`config.mk`:
```
export PLATFORM = sky130hd
export DESIGN_NAME = two_list_sorted_merge
export DESIGN_NICKNAME = d
export VERILOG_FILES = /design/src/design/tlsm_pkg.sv /design/src/design/tlsm_ctrl.sv /design/src/design/tlsm_dp.sv /design/src/design/two_list_sorted_merge.sv
export SDC_FILE = /design/constraint.sdc
export NUM_CORES = 2
export LEC_CHECK = 0
export BUFFER_PORTS_ARGS = -buffer_cell sky130_fd_sc_hd__buf_2
export CORE_MARGIN = 1
export CORE_UTILIZATION = 57
export CTS_CLUSTER_DIAMETER = 150
export DETAILED_ROUTE_END_ITERATION = 6
export PLACE_DENSITY = 0.76
export SYNTH_ARGS = -nofsm -noshare
export SYNTH_HDL_FRONTEND = slang
export SYNTH_HIERARCHICAL = 1
export SYNTH_SLANG_ARGS = --single-unit
```
`constraint.sdc`:
```
create_clock -name aclk -period 4.3 [get_ports aclk]
set_input_delay 1.29 -clock aclk [delete_from_list [all_inputs] [get_ports aclk]]
set_output_delay 1.29 -clock aclk [all_outputs]
set_load 0.005 [all_outputs]
```
`src/design/tlsm_pkg.sv`:
```
// shared types and codes for the two-list sorted merge block
// no dependencies
package tlsm_pkg;

    localparam logic [1:0] OP_APPEND_FIRST  = 2'd0;
    localparam logic [1:0] OP_APPEND_SECOND = 2'd1;
    localparam logic [1:0] OP_POP           = 2'd2;

    localparam logic [1:0] STAT_OK    = 2'd0;
    localparam logic [1:0] STAT_FULL  = 2'd1;
    localparam logic [1:0] STAT_EMPTY = 2'd2;

    typedef enum logic {
        ST_IDLE,
        ST_EXEC
    } ctrl_state_t;

    typedef struct packed {
        logic load;
        logic commit;
    } ctrl_cmd_t;

endpackage

```
`src/design/tlsm_ctrl.sv`:
```
// controller for the two-list sorted merge block: item sequencing and output beat valid
// depends on tlsm_pkg
module tlsm_ctrl (
    input  logic                   aclk,
    input  logic                   aresetn,
    input  logic                   s_tvalid,
    output logic                   s_tready,
    output logic                   m_tvalid,
    input  logic                   m_tready,
    output tlsm_pkg::ctrl_cmd_t    cmd
);

    tlsm_pkg::ctrl_state_t state_reg, state_next;
    logic                  m_valid_reg, m_valid_next;
    logic                  out_free;

    assign out_free = !m_valid_reg || m_tready;

    always_comb begin
        state_next = state_reg;
        unique case (state_reg)
            tlsm_pkg::ST_IDLE: begin
                if (s_tvalid) begin
                    state_next = tlsm_pkg::ST_EXEC;
                end
            end
            tlsm_pkg::ST_EXEC: begin
                if (out_free) begin
                    state_next = tlsm_pkg::ST_IDLE;
                end
            end
            default: begin
                state_next = tlsm_pkg::ST_IDLE;
            end
        endcase
    end

    always_comb begin
        s_tready   = 1'b0;
        cmd.load   = 1'b0;
        cmd.commit = 1'b0;
        unique case (state_reg)
            tlsm_pkg::ST_IDLE: begin
                s_tready = 1'b1;
                cmd.load = s_tvalid;
            end
            tlsm_pkg::ST_EXEC: begin
                cmd.commit = out_free;
            end
            default: begin
                s_tready = 1'b0;
            end
        endcase
    end

    always_comb begin
        if (cmd.commit) begin
            m_valid_next = 1'b1;
        end else if (m_tready) begin
            m_valid_next = 1'b0;
        end else begin
            m_valid_next = m_valid_reg;
        end
    end

    always_ff @(posedge aclk) begin
        if (!aresetn) begin
            state_reg   <= tlsm_pkg::ST_IDLE;
            m_valid_reg <= 1'b0;
        end else begin
            state_reg   <= state_next;
            m_valid_reg <= m_valid_next;
        end
    end

    assign m_tvalid = m_valid_reg;

endmodule

```
`src/design/tlsm_dp.sv`:
```
// datapath for the two-list sorted merge block: list memories, pointers, head compare
// depends on tlsm_pkg
module tlsm_dp #(
    parameter int LIST_DEPTH = 32,
    parameter int VALUE_BITS = 32,
    parameter int TDATA_W    = 32
) (
    input  logic                   aclk,
    input  logic                   aresetn,
    input  tlsm_pkg::ctrl_cmd_t    cmd,
    input  logic [1:0]             in_op,
    input  logic [VALUE_BITS-1:0]  in_value,
    output logic [TDATA_W-1:0]     out_data,
    output logic [2:0]             out_user
);

    localparam int AW = (LIST_DEPTH > 1) ? $clog2(LIST_DEPTH) : 1;
    localparam int CW = $clog2(LIST_DEPTH + 1);

    logic [VALUE_BITS-1:0] first_mem_reg  [LIST_DEPTH];
    logic [VALUE_BITS-1:0] second_mem_reg [LIST_DEPTH];

    logic [AW-1:0] first_head_reg,  first_head_next;
    logic [AW-1:0] first_tail_reg,  first_tail_next;
    logic [CW-1:0] first_cnt_reg,   first_cnt_next;
    logic [AW-1:0] second_head_reg, second_head_next;
    logic [AW-1:0] second_tail_reg, second_tail_next;
    logic [CW-1:0] second_cnt_reg,  second_cnt_next;

    logic [1:0]            op_reg;
    logic [VALUE_BITS-1:0] value_reg;
    logic [VALUE_BITS-1:0] first_rd_reg, second_rd_reg;

    logic [VALUE_BITS-1:0] res_value_next;
    logic                  res_second_next;
    logic [1:0]            res_status_next;
    logic [VALUE_BITS-1:0] res_value_reg;
    logic                  res_second_reg;
    logic [1:0]            res_status_reg;

    logic first_wr, second_wr;
    logic have_first, have_second, first_full, second_full, take_second;

    function automatic logic [AW-1:0] wrap_inc(input logic [AW-1:0] p);
        return (p == AW'(LIST_DEPTH - 1)) ? '0 : p + AW'(1);
    endfunction

    assign have_first  = first_cnt_reg != '0;
    assign have_second = second_cnt_reg != '0;
    assign first_full  = first_cnt_reg == CW'(LIST_DEPTH);
    assign second_full = second_cnt_reg == CW'(LIST_DEPTH);
    assign take_second = !have_first ||
                         (have_second && ($signed(first_rd_reg) > $signed(second_rd_reg)));

    always_comb begin
        first_head_next  = first_head_reg;
        first_tail_next  = first_tail_reg;
        first_cnt_next   = first_cnt_reg;
        second_head_next = second_head_reg;
        second_tail_next = second_tail_reg;
        second_cnt_next  = second_cnt_reg;
        first_wr         = 1'b0;
        second_wr        = 1'b0;
        res_value_next   = '0;
        res_second_next  = 1'b0;
        res_status_next  = tlsm_pkg::STAT_OK;
        if (cmd.commit) begin
            unique case (op_reg)
                tlsm_pkg::OP_APPEND_FIRST: begin
                    if (first_full) begin
                        res_status_next = tlsm_pkg::STAT_FULL;
                    end else begin
                        first_wr        = 1'b1;
                        first_tail_next = wrap_inc(first_tail_reg);
                        first_cnt_next  = first_cnt_reg + CW'(1);
                    end
                end
                tlsm_pkg::OP_APPEND_SECOND: begin
                    if (second_full) begin
                        res_status_next = tlsm_pkg::STAT_FULL;
                    end else begin
                        second_wr        = 1'b1;
                        second_tail_next = wrap_inc(second_tail_reg);
                        second_cnt_next  = second_cnt_reg + CW'(1);
                    end
                end
                tlsm_pkg::OP_POP: begin
                    if (!have_first && !have_second) begin
                        res_status_next = tlsm_pkg::STAT_EMPTY;
                    end else if (take_second) begin
                        res_value_next   = second_rd_reg;
                        res_second_next  = 1'b1;
                        second_head_next = wrap_inc(second_head_reg);
                        second_cnt_next  = second_cnt_reg - CW'(1);
                    end else begin
                        res_value_next  = first_rd_reg;
                        first_head_next = wrap_inc(first_head_reg);
                        first_cnt_next  = first_cnt_reg - CW'(1);
                    end
                end
                default: begin
                    res_status_next = tlsm_pkg::STAT_OK;
                end
            endcase
        end
    end

    always_ff @(posedge aclk) begin
        if (!aresetn) begin
            first_head_reg  <= '0;
            first_tail_reg  <= '0;
            first_cnt_reg   <= '0;
            second_head_reg <= '0;
            second_tail_reg <= '0;
            second_cnt_reg  <= '0;
        end else begin
            first_head_reg  <= first_head_next;
            first_tail_reg  <= first_tail_next;
            first_cnt_reg   <= first_cnt_next;
            second_head_reg <= second_head_next;
            second_tail_reg <= second_tail_next;
            second_cnt_reg  <= second_cnt_next;
        end
    end

    // head prefetch on accept, list memories written on commit
    always_ff @(posedge aclk) begin
        if (cmd.load) begin
            op_reg        <= in_op;
            value_reg     <= in_value;
            first_rd_reg  <= first_mem_reg[first_head_reg];
            second_rd_reg <= second_mem_reg[second_head_reg];
        end
        if (first_wr) begin
            first_mem_reg[first_tail_reg] <= value_reg;
        end
        if (second_wr) begin
            second_mem_reg[second_tail_reg] <= value_reg;
        end
        if (cmd.commit) begin
            res_value_reg  <= res_value_next;
            res_second_reg <= res_second_next;
            res_status_reg <= res_status_next;
        end
    end

    assign out_data = TDATA_W'(res_value_reg);
    assign out_user = {res_status_reg, res_second_reg};

endmodule

```
`src/design/two_list_sorted_merge.sv`:
```
// two_list_sorted_merge: two ascending lists with append and merged pop
// result beat registered on commit in ST_EXEC after the accept, held while m_tready is low
// input: no new item is taken until the current one commits; s_tready is low in ST_EXEC
// reset: pointers and counts clear, both lists empty; memory contents stay undefined
// depends on tlsm_pkg, tlsm_ctrl, tlsm_dp
module two_list_sorted_merge #(
    parameter int LIST_DEPTH = 32,
    parameter int VALUE_BITS = 32
) (
    input  logic                                aclk,
    input  logic                                aresetn,
    input  logic                                s_tvalid,
    output logic                                s_tready,
    input  logic [((VALUE_BITS + 7) / 8)*8-1:0] s_tdata,  // value
    input  logic [1:0]                          s_tuser,  // op
    output logic                                m_tvalid,
    input  logic                                m_tready,
    output logic [((VALUE_BITS + 7) / 8)*8-1:0] m_tdata,  // merged_value
    output logic [2:0]                          m_tuser   // status [2:1], from_second [0]
);

    localparam int TDATA_W = ((VALUE_BITS + 7) / 8) * 8;

    tlsm_pkg::ctrl_cmd_t cmd;

    tlsm_ctrl u_ctrl (
        .aclk     (aclk),
        .aresetn  (aresetn),
        .s_tvalid (s_tvalid),
        .s_tready (s_tready),
        .m_tvalid (m_tvalid),
        .m_tready (m_tready),
        .cmd      (cmd)
    );

    tlsm_dp #(
        .LIST_DEPTH (LIST_DEPTH),
        .VALUE_BITS (VALUE_BITS),
        .TDATA_W    (TDATA_W)
    ) u_dp (
        .aclk     (aclk),
        .aresetn  (aresetn),
        .cmd      (cmd),
        .in_op    (s_tuser),
        .in_value (s_tdata[VALUE_BITS-1:0]),
        .out_data (m_tdata),
        .out_user (m_tuser)
    );

`ifndef SYNTHESIS
    a_busy_after_accept: assert property (@(posedge aclk) disable iff (!aresetn)
        (s_tvalid && s_tready) |=> !s_tready)
        else $error("input accepted while an item is in flight");

    a_empty_pop_zero: assert property (@(posedge aclk) disable iff (!aresetn)
        (m_tvalid && m_tuser[2:1] == tlsm_pkg::STAT_EMPTY) |-> (m_tdata == '0 && !m_tuser[0]))
        else $error("empty pop carries data");

    a_second_only_ok: assert property (@(posedge aclk) disable iff (!aresetn)
        (m_tvalid && m_tuser[0]) |-> (m_tuser[2:1] == tlsm_pkg::STAT_OK))
        else $error("second-list flag on a failed item");
`endif

endmodule

```
==> results.toml <==
[global_route]
grt_antenna_before_repair = 8
grt_pass1_vias = 41000
grt_use_total_pct = 27.8
grt_pass1_wl_um = 295000
overflow = 0
grt_max_degree = 82

[sta]
slew_violations = 0
worst_pin_slew_ps = 1430
fmax_mhz = 267
slew_headroom_pct = 4.56
finClkSkew_ps = 33.9
finalCritPeriodShare_pct = 87.0
rsz0062_at_grt = "no"
min_period_ps = 3740
setup_tns_ps = 0
final-setup-viol-count = 0
hold_violations = 0

[layout]
drive_above_1_share_pct = 32.9
final_area_sq_um = 96100
layout_common_cells = "edfxtp_1, mux4_2, clkbuf_16, buf_4, a21oi_1"
final_common_cell = "edfxtp_1"
final_nets = 3989
area_delta_synth_final_pct = 13.0

[logic_synthesis]
syn_nets = 3703
postSynthAreaPerCell_sq_um = 23.6
synthCells = 3609
syn_area_sq_um = 85100
ys_seq_elements = 2215
synth_cell_types = 60
yosysTopAreaCell = "edfxtp_1"
synth_area_leaders = "edfxtp_1, mux4_2, mux2_2"
synth_ff_type = "edfxtp_1"
yosysSeqAreaShare_pct = 77.8
synth-edff-count = 2181
async_flop_share_pct = 0
synth_top_area_share_pct = 77.0
yosys_warnings = 6

[hold_path]
worstHoldStart = "u_dp/second_cnt_reg[3]"
hold_depth = 2
hold_path_end = "u_dp/second_cnt_reg[3]"
holdCritPathClass = "reg -> reg"

[clock_network]
hold_buffers = 0
htreeDepth = 4
cts_sinks = 2215
cts_made_buffers = 205
cts_root_buf = "clkbuf_16"
clockBufferDepth = 3
worstSkewPairLatency_ps = 840
cts_resized = 0
cts_setup_buffers = 0
clkTransAtPathRegs_ps = 60
cts_tree = "built"

[drt]
ant_nets = 0
drt_iter0_markers = 5285
finalWirelength_um = 206000
post-route-drc-count = 0
via_count = 40300
vias_per_cell = 6.71
post_drt_wl_per_cell_um = 34.4
dr.pass1.iters = 6

[worst_setup_path]
cp_slowest_cell = "nor4_1"
r2r_setup_slack_ps = 560
max_stage_delay_ps = 570
path_cells = "ha_1, nand4_1, nor4_1, nand3_1, nand3_1, o32a_1, buf_4, a21oi_1, a21oi_1, nor2_1"
r2r-start = "u_dp/first_rd_reg[23]"
critPathMaxFanout = 23
end_kind = "flop"
r2r-end = "u_dp/out_data[12]"
cp-start-kind = "flop"
worstSetupPathType = "reg -> reg"
crit_required_ps = 4850
ff2ff_path_depth = 10
crit_arrival_ps = 4290

[run_status]
run_status = "complete, no violations"

[die]
rows = 141
pin_count = 75
coreArea_sq_um = 148000
die_y_um = 388
die_x_um = 388
initial_utilization_pct = 57.5
design.die.area_sq_um = 151000

[power_and_ir_drop]
powerDensity_nw_per_um2 = 440
p_leak_uw = 0.0294
irDropWorstVdd_mv = 0.470

[placed_design]
io_buffer_count = 74
gp_congestion = 0.980
dp_hpwl_um = 115000
dpl_cell_area_sq_um = 89700

[job]
maxCapViolCount = 0
stage by stage:
stage	util, %	total power [uW]	cells	setup slack (ps)	hold slack, ps
final	64.9	42300	6002	557	493
after floorplan	-	24900	3609	-308	450
after global placement	60.6	25300	5616	481	466
after global routing	64.9	43300	6000	537	512
after detailed placement	60.6	25400	5616	431	483
after CTS	64.9	42500	5998	803	491
cell families (layout without fill, tap and decap cells):
group / after synthesis / count (layout) / share of synthesized area [%]
xor gates and xnor gates: 9 / 9 / 0.0926
DFF: 2215 / 2215 / 77.8
and+or+nand+nor: 240 / 240 / 1.32
muxes: 718 / 718 / 17.9
AOI/OAI and AO/OA: 139 / 139 / 0.972
buffers and inverters: 232 / 693 / 1.06
other: 0 / 2 / 0
adders and majority gates: 56 / 56 / 0.841
metal layers:
layer / track usage (%) / part of all wire (%) / vias to the layer above
li1: - / - / 16000
met1: 38.6 / 37 / 21300
met2: 43.4 / 48 / 2637
met3: 6.80 / 11 / 391
met4: 10.7 / 3.8 / 4
met5: 0 / 0.015 / -
final cells by class:
cell class	instances	area (sq um)
sequential	2215	66200
fill	9076	51900
tap	1930	2410
clock inverter	134	1010
inverter	48	180
clock buffer	248	5360
multi-input combinational	1162	18500
antenna	2	5.00
timing repair buffer	263	2430
critical path, delay by kind of cell, from the launching register on:
kind                     cells  cell delay, ps
AND/OR/NAND/NOR              5            1380
flip-flops                   1             400
AO/OA/AOI/OAI                3             940
buffers and inverters        1             390
adder cells (fa/ha/maj)      1             340
power breakdown:
part	leakage, uW	switching [uW]	internal [uW]
clock network	0.00312	7810	9540
logic	0.00625	753	277
registers	0.0200	101	23800
synthesized netlist by cell type (3+ instances only):
master,number
a21o_1,6
a21oi_1,90
a31oi_1,4
and3_1,6
buf_1,49
buf_2,4
buf_4,3
clkbuf_1,126
dfxtp_1,34
edfxtp_1,2181
ha_1,54
inv_1,48
mux2_2,64
mux2i_1,14
mux4_2,640
nand2_1,47
nand2b_1,4
nand3_1,12
nand3b_1,11
nand4_1,7
nor2_1,116
nor3_1,10
o211ai_1,3
o21ai_0,9
o31ai_1,3
or3_1,6
or3b_2,4
or4_1,5
xnor2_1,9
worst max path at each step:
stage | startpoint | endpoint | slack (ps)
3_3_place_gp | m_tready | u_dp/second_mem_reg[27][23] | 480
2_1_floorplan | m_tready | u_dp/first_mem_reg[15][0] | -310
3_5_place_dp | m_tready | u_dp/second_mem_reg[27][27] | 430
6_report | u_dp/first_rd_reg[23] | u_dp/out_data[12] | 560
5_1_grt | u_dp/first_rd_reg[31] | u_dp/out_data[12] | 540
4_1_cts | u_dp/first_rd_reg[23] | u_dp/out_data[14] | 800
No activity file was read; power rests on OpenSTA's default activity.
